==> src/sv/lccd_pkg.sv <==
package lccd_pkg;

    localparam int VALUE_W = 12;
    localparam int MOD_W   = 12;
    localparam int BITS_W  = 4;
    // remainder of the long division by 2q, with 2q at most 8190
    localparam int REM_W   = MOD_W + 1;
    localparam int STEPS_PER_STAGE = 4;

    localparam logic [MOD_W-1:0]  MOD_RESET = 12'd3329;
    localparam logic [MOD_W-1:0]  MOD_MIN   = 12'd2;
    localparam logic [BITS_W-1:0] BITS_MIN  = 4'd1;
    localparam logic [BITS_W-1:0] BITS_MAX  = 4'd11;

    typedef enum logic {
        KIND_COMPRESS   = 1'b0,
        KIND_DECOMPRESS = 1'b1
    } t_kind;

    // per-beat side information that rides along the divider stages
    typedef struct packed {
        t_kind               kind;
        logic [BITS_W-1:0]   bits;
        logic [VALUE_W-1:0]  dec;
    } t_side;

endpackage

==> src/sv/lccd_if.sv <==
interface lccd_in_if #(
    parameter int COEFF_BITS = 12
);
    logic                  valid;
    logic                  ready;
    logic                  kind;
    logic [COEFF_BITS-1:0] coeff;
    logic [3:0]            bits;

    modport source (output valid, output kind, output coeff, output bits, input ready);
    modport sink   (input valid, input kind, input coeff, input bits, output ready);
endinterface

interface lccd_out_if;
    logic        valid;
    logic        ready;
    logic [11:0] value;

    modport source (output valid, output value, input ready);
    modport sink   (input valid, input value, output ready);
endinterface

==> src/sv/lccd_div_stage.sv <==
module lccd_div_stage #(
    parameter int NUM_W = 28
) (
    input  logic                     i_clk,
    input  logic                     i_rst_n,
    input  logic                     i_valid,
    output logic                     o_ready,
    input  logic [NUM_W-1:0]         i_num,
    input  logic [lccd_pkg::REM_W-1:0] i_rem,
    input  lccd_pkg::t_side          i_side,
    input  logic [lccd_pkg::REM_W-1:0] i_div,
    output logic                     o_valid,
    input  logic                     i_ready,
    output logic [NUM_W-1:0]         o_num,
    output logic [lccd_pkg::REM_W-1:0] o_rem,
    output lccd_pkg::t_side          o_side
);

    logic                          r_valid;
    logic [NUM_W-1:0]              r_num;
    logic [lccd_pkg::REM_W-1:0]    r_rem;
    lccd_pkg::t_side               r_side;
    logic [NUM_W-1:0]              n_num;
    logic [lccd_pkg::REM_W-1:0]    n_rem;

    // restoring division: the dividend shifts out at the top, quotient bits enter at the bottom
    always_comb begin
        logic [lccd_pkg::REM_W:0] trial;
        n_num = i_num;
        n_rem = i_rem;
        for (int s = 0; s < lccd_pkg::STEPS_PER_STAGE; s++) begin
            trial = {n_rem, n_num[NUM_W-1]};
            n_num = {n_num[NUM_W-2:0], 1'b0};
            if (trial >= {1'b0, i_div}) begin
                trial    = trial - {1'b0, i_div};
                n_num[0] = 1'b1;
            end
            n_rem = trial[lccd_pkg::REM_W-1:0];
        end
    end

    assign o_ready = !r_valid || i_ready;

    always_ff @(posedge i_clk) begin
        if (!i_rst_n) begin
            r_valid <= 1'b0;
        end else if (o_ready) begin
            r_valid <= i_valid;
        end
    end

    always_ff @(posedge i_clk) begin
        if (o_ready && i_valid) begin
            r_num  <= n_num;
            r_rem  <= n_rem;
            r_side <= i_side;
        end
    end

    assign o_valid = r_valid;
    assign o_num   = r_num;
    assign o_rem   = r_rem;
    assign o_side  = r_side;

endmodule

==> src/sv/lattice_coeff_compress_decompress_unit.sv <==
// Kyber-style coefficient compress / decompress. One coefficient beat is taken per cycle while the
// pipeline does not stall; every beat gives exactly one result beat, in order. The pipeline is
// an input register that forms the shifted numerator or the product x*q, NS restoring-divider
// stages, NS = ceil((COEFF_BITS + 13) / 4), that each retire four quotient bits of the division
// by 2q, and an output register. Compress gives
// round(x*2^d/q) mod 2^d, decompress round(x*q/2^d) saturated to the coefficient range, both
// with ties rounded up. A modulus below 2 acts as 2, and d is clamped to 1..11. The modulus
// register is written through i_cfg_we / i_cfg_wdata and must only change while no beat is
// in flight.
module lattice_coeff_compress_decompress_unit #(
    parameter int COEFF_BITS = 12
) (
    input  logic                        i_clk,
    input  logic                        i_rst_n,
    input  logic                        i_cfg_we,
    input  logic [lccd_pkg::MOD_W-1:0]  i_cfg_wdata,
    lccd_in_if.sink                     i_in,
    lccd_out_if.source                  o_out
);

    localparam int NW  = COEFF_BITS + 13;
    localparam int NS  = (NW + lccd_pkg::STEPS_PER_STAGE - 1) / lccd_pkg::STEPS_PER_STAGE;
    localparam int NWP = NS * lccd_pkg::STEPS_PER_STAGE;
    localparam logic [NW-1:0] COEFF_MAX = NW'((64'd1 << COEFF_BITS) - 64'd1);

    logic [lccd_pkg::MOD_W-1:0]  r_modulus;
    logic [lccd_pkg::MOD_W-1:0]  q_eff;
    logic [lccd_pkg::REM_W-1:0]  div_2q;

    always_ff @(posedge i_clk) begin
        if (!i_rst_n) begin
            r_modulus <= lccd_pkg::MOD_RESET;
        end else if (i_cfg_we) begin
            r_modulus <= i_cfg_wdata;
        end
    end

    assign q_eff  = (r_modulus < lccd_pkg::MOD_MIN) ? lccd_pkg::MOD_MIN : r_modulus;
    assign div_2q = {q_eff, 1'b0};

    // input stage: numerator for compress, product for decompress
    logic [lccd_pkg::BITS_W-1:0]   d_eff;
    logic [COEFF_BITS+11:0]        prod;
    logic [NW-1:0]                 num;
    logic [NW-1:0]                 n_work;

    always_comb begin
        if (i_in.bits < lccd_pkg::BITS_MIN) begin
            d_eff = lccd_pkg::BITS_MIN;
        end else if (i_in.bits > lccd_pkg::BITS_MAX) begin
            d_eff = lccd_pkg::BITS_MAX;
        end else begin
            d_eff = i_in.bits;
        end
    end

    assign prod   = i_in.coeff * q_eff;
    assign num    = (NW'(i_in.coeff) << (d_eff + 4'd1)) + NW'(q_eff);
    assign n_work = (i_in.kind == lccd_pkg::KIND_DECOMPRESS) ? NW'(prod) : num;

    logic                          r_ent_valid;
    logic [NW-1:0]                 r_work;
    lccd_pkg::t_kind               r_ent_kind;
    logic [lccd_pkg::BITS_W-1:0]   r_ent_bits;
    logic                          ent_ready;

    logic                          s_valid [NS+1];
    logic                          s_ready [NS+1];
    logic [NWP-1:0]                s_num   [NS+1];
    logic [lccd_pkg::REM_W-1:0]    s_rem   [NS+1];
    lccd_pkg::t_side               s_side  [NS+1];

    assign ent_ready   = !r_ent_valid || s_ready[0];
    assign i_in.ready  = ent_ready;

    always_ff @(posedge i_clk) begin
        if (!i_rst_n) begin
            r_ent_valid <= 1'b0;
        end else if (ent_ready) begin
            r_ent_valid <= i_in.valid;
        end
    end

    always_ff @(posedge i_clk) begin
        if (ent_ready && i_in.valid) begin
            r_work     <= n_work;
            r_ent_kind <= lccd_pkg::t_kind'(i_in.kind);
            r_ent_bits <= d_eff;
        end
    end

    // decompress rounding and saturation, finished before the divider stages
    logic [NW-1:0] dec_sum;
    logic [NW-1:0] dec_shr;
    logic [NW-1:0] dec_sat;

    assign dec_sum = r_work + (NW'(1) << (r_ent_bits - 4'd1));
    assign dec_shr = dec_sum >> r_ent_bits;
    assign dec_sat = (dec_shr > COEFF_MAX) ? COEFF_MAX : dec_shr;

    assign s_valid[0]     = r_ent_valid;
    assign s_num[0]       = NWP'(r_work);
    assign s_rem[0]       = '0;
    assign s_side[0].kind = r_ent_kind;
    assign s_side[0].bits = r_ent_bits;
    assign s_side[0].dec  = dec_sat[lccd_pkg::VALUE_W-1:0];

    for (genvar k = 0; k < NS; k++) begin : g_div
        lccd_div_stage #(
            .NUM_W (NWP)
        ) u_stage (
            .i_clk   (i_clk),
            .i_rst_n (i_rst_n),
            .i_valid (s_valid[k]),
            .o_ready (s_ready[k]),
            .i_num   (s_num[k]),
            .i_rem   (s_rem[k]),
            .i_side  (s_side[k]),
            .i_div   (div_2q),
            .o_valid (s_valid[k+1]),
            .i_ready (s_ready[k+1]),
            .o_num   (s_num[k+1]),
            .o_rem   (s_rem[k+1]),
            .o_side  (s_side[k+1])
        );
    end

    // output register
    logic                          r_out_valid;
    logic [lccd_pkg::VALUE_W-1:0]  r_out_value;
    logic [lccd_pkg::VALUE_W-1:0]  n_out_value;
    logic [lccd_pkg::VALUE_W-1:0]  cmp_mask;

    assign s_ready[NS] = !r_out_valid || o_out.ready;
    assign cmp_mask    = (lccd_pkg::VALUE_W'(1) << s_side[NS].bits) - lccd_pkg::VALUE_W'(1);
    assign n_out_value = (s_side[NS].kind == lccd_pkg::KIND_DECOMPRESS)
                       ? s_side[NS].dec
                       : (s_num[NS][lccd_pkg::VALUE_W-1:0] & cmp_mask);

    always_ff @(posedge i_clk) begin
        if (!i_rst_n) begin
            r_out_valid <= 1'b0;
        end else if (s_ready[NS]) begin
            r_out_valid <= s_valid[NS];
        end
    end

    always_ff @(posedge i_clk) begin
        if (s_ready[NS] && s_valid[NS]) begin
            r_out_value <= n_out_value;
        end
    end

    assign o_out.valid = r_out_valid;
    assign o_out.value = r_out_value;

    // quotient remainders are only carried between stages
    logic unused_rem;
    assign unused_rem = ^s_rem[NS];

endmodule

==> src/flat_wrapper.sv <==
// flat-port wrapper written by rule: the top's interface ports become plain ports
module lattice_coeff_compress_decompress_unit_flat 
#(
    parameter int COEFF_BITS = 12
)
  (i_clk, i_rst_n, i_cfg_we, i_cfg_wdata, i_in_valid, i_in_kind, i_in_coeff, i_in_bits, i_in_ready, o_out_valid, o_out_value, o_out_ready);
  lccd_in_if #(.COEFF_BITS(COEFF_BITS)) i_in_i ();
  lccd_out_if o_out_i ();
  input  logic i_clk;
  input  logic i_rst_n;
  input  logic i_cfg_we;
  input  logic [lccd_pkg::MOD_W-1:0] i_cfg_wdata;
  input wire logic [$bits(i_in_i.valid)-1:0] i_in_valid;
  input wire logic [$bits(i_in_i.kind)-1:0] i_in_kind;
  input wire logic [$bits(i_in_i.coeff)-1:0] i_in_coeff;
  input wire logic [$bits(i_in_i.bits)-1:0] i_in_bits;
  output wire logic [$bits(i_in_i.ready)-1:0] i_in_ready;
  output wire logic [$bits(o_out_i.valid)-1:0] o_out_valid;
  output wire logic [$bits(o_out_i.value)-1:0] o_out_value;
  input wire logic [$bits(o_out_i.ready)-1:0] o_out_ready;
  assign i_in_i.valid = i_in_valid;
  assign i_in_i.kind = i_in_kind;
  assign i_in_i.coeff = i_in_coeff;
  assign i_in_i.bits = i_in_bits;
  assign i_in_ready = i_in_i.ready;
  assign o_out_valid = o_out_i.valid;
  assign o_out_value = o_out_i.value;
  assign o_out_i.ready = o_out_ready;
  lattice_coeff_compress_decompress_unit #(.COEFF_BITS(COEFF_BITS)) u_core (.i_clk(i_clk), .i_rst_n(i_rst_n), .i_cfg_we(i_cfg_we), .i_cfg_wdata(i_cfg_wdata), .i_in(i_in_i), .o_out(o_out_i));
endmodule
==> config.mk <==
export PLATFORM = sky130hd
export DESIGN_NAME = lattice_coeff_compress_decompress_unit_flat
export DESIGN_NICKNAME = d
export VERILOG_FILES = /design/src/sv/lccd_pkg.sv /design/src/sv/lccd_if.sv /design/src/sv/lccd_div_stage.sv /design/src/sv/lattice_coeff_compress_decompress_unit.sv /design/src/flat_wrapper.sv
export SDC_FILE = /design/constraint.sdc
export NUM_CORES = 2
export LEC_CHECK = 0
export BUFFER_PORTS_ARGS = -buffer_cell sky130_fd_sc_hd__buf_2
export CORE_MARGIN = 2
export CORE_UTILIZATION = 50
export CTS_BUF_LIST = sky130_fd_sc_hd__clkbuf_4 sky130_fd_sc_hd__clkbuf_8 sky130_fd_sc_hd__clkbuf_16
export DETAILED_ROUTE_END_ITERATION = 16
export PLACE_DENSITY = 0.65
export SLEW_MARGIN = 20
export SYNTH_ARGS = -nofsm -noshare
export SYNTH_HDL_FRONTEND = slang
export SYNTH_HIERARCHICAL = 1
export SYNTH_SLANG_ARGS = --single-unit
==> constraint.sdc <==
create_clock -name i_clk -period 13.6 [get_ports i_clk]
set_input_delay 1.36 -clock i_clk [delete_from_list [all_inputs] [get_ports i_clk]]
set_output_delay 1.36 -clock i_clk [all_outputs]
set_load 0.02 [all_outputs]
==> qor.yml <==
layout:
  drive_above_1_share_pct: 7.91
  finalNonFillerCells: 5760
  layout_commonest_cell: "ha_1"
  syn2layout_area_growth_pct: 6.78
  final_nets: 5265
  final_cell_mix: "ha_1, inv_1, nand2_1, edfxtp_1, nor2_1"
  design_area_um2: 44800
clock_tree:
  clk_pin_slew_ns: 0.06
  hold_buffers: 0
  clock-root-buffer: "clkbuf_16"
  insertion_delay_ns: 0.60
  htreeDepth: 2
  ctsResizeCount: 0
  cts_tree: "built"
  numCtsBuffers: 42
  clock_sinks: 368
  ctsLongestPathBuffers: 3
  cts_setup_buffers: 0
job:
  drv_cap: 0
sta:
  final_max_slew_viol_count: 0
  hold_viol: 0
  rsz0062_at_grt: "no"
  fmax_mhz: 84.0
  finalHoldWorstSlack_ns: 0.401
  period_minus_slack_ns: 11.90
  maxSlewHeadroom_pct: 30.7
  worstMarginPinSlew_ns: 1.04
  skew_ns: 0.0280
  fin_setup_tns_ns: 0
  fin_crit_sh_pct: 87.5
  setup_viol: 0
drt:
  drc: 0
  highest_layer: "met4"
  wl_per_cell_um: 19.2
  ant_nets: 0
  viasPerCell: 6.02
  wl_met2_um: 50100
  vias: 34700
  drt-met1-wl_um: 50400
  first_pass_iters: 5
  drt-initial-drc-count: 2393
  totalWireLength_um: 111000
  wl_met3_um: 6070
place:
  port_buffers: 47
  place.gp.congestion: 0.969
  hpwl_um: 85200
  dpl_cell_area_um2: 43400
  dp_cells: 5681
setup_path:
  end_kind: "flip-flop"
  cp-start-kind: "flip-flop"
  r2r_setup_slack_ns: 1.70
  cp_max_fo: 26
  cp_slowest_cell: "and2_2"
  critPathKind: "flip-flop to flip-flop"
  cp.arrival_ns: 12.23
  cpMostUsedCell: "a21oi_1"
  crit_required_ns: 13.93
  critPathMaxStageDelay_ns: 0.81
global_route:
  track_usage_pct: 25.4
  grt_pass1_vias: 33000
  grt_pass1_wl_um: 177000
  grt_max_degree: 55
  antenna_found_initial: 2
  overflow: 0
die:
  die_h_um: 294
  rows: 106
  io_pins: 48
  initial_core_util_pct: 50.3
  die_x_um: 294
  dieArea_um2: 86300
  coreArea_um2: 83400
yosys:
  yosys_warnings: 6
  synthCells: 4603
  syn-cell-area_um2: 42000
  avgSynthCellArea_um2: 9.12
run_status:
  status: "complete, no violations"
hold_path:
  hold_path_class: "flip-flop to flip-flop"
==> registers in the layout (all words and copies together), names as in the netlist <==
register	cells
u_core/r_ent_kind	1
u_core/o_out.value	12
u_core/r_ent_bits	4
u_core/r_modulus	12
u_core/g_div.u_stage/o_valid	7
u_core/r_ent_valid	1
u_core/g_div.u_stage/o_side	119
u_core/g_div.u_stage/o_rem	78
u_core/r_work	25
u_core/g_div.u_stage/o_num	108
u_core/o_out.valid	1
==> final cells by class <==
class	instances	area [um2]
antenna	1	2.50
clock buffer	53	1150
clock inverter	25	312
fill	7623	38600
inverter	427	1610
multi-input combinational	3735	29200
sequential	368	10800
tap	1080	1350
timing repair buffer	71	415
==> per-layer routing <==
layer	up-vias	track usage [%]
met5	-	0
met4	0	9.84
met3	209	3.12
met2	900	40.9
met1	16600	34.8
li1	17000	-
==> path summary, 6_finish.rpt <==
check	startpoint	end	cells after the start
min reg2reg	u_core/g_div[3].u_stage/o_num[19]	u_core/g_div[4].u_stage/o_num[23]	0
min	u_core/g_div[3].u_stage/o_num[19]	u_core/g_div[4].u_stage/o_num[23]	0
max	u_core/r_modulus[6]	u_core/g_div[5].u_stage/o_rem[8]	38
max reg2reg	u_core/r_modulus[6]	u_core/g_div[5].u_stage/o_rem[8]	38
==> metrics by stage <==
stage               worst slack (ns)  util [%]
floorplan                       2.11         -
global placement                2.01      52.0
detailed placement              1.90      52.0
CTS                             1.81      53.8
global route                   0.749      53.8
finish                          1.70      53.8
==> critical path, delay by kind of cell, from the launching register on <==
| family | cells | cell delay [ns] |
|---|---|---|
| AND/OR/NAND/NOR | 9 | 2.55 |
| buffers and inverters | 4 | 0.81 |
| adder cells (fa/ha/maj) | 4 | 1.46 |
| multiplexers | 2 | 0.86 |
| flip-flops | 1 | 0.34 |
| AO/OA/AOI/OAI | 19 | 5.62 |
Power is not shown: default switching activity piles up to over one toggle a cycle in this logic, so the estimate is an artifact.
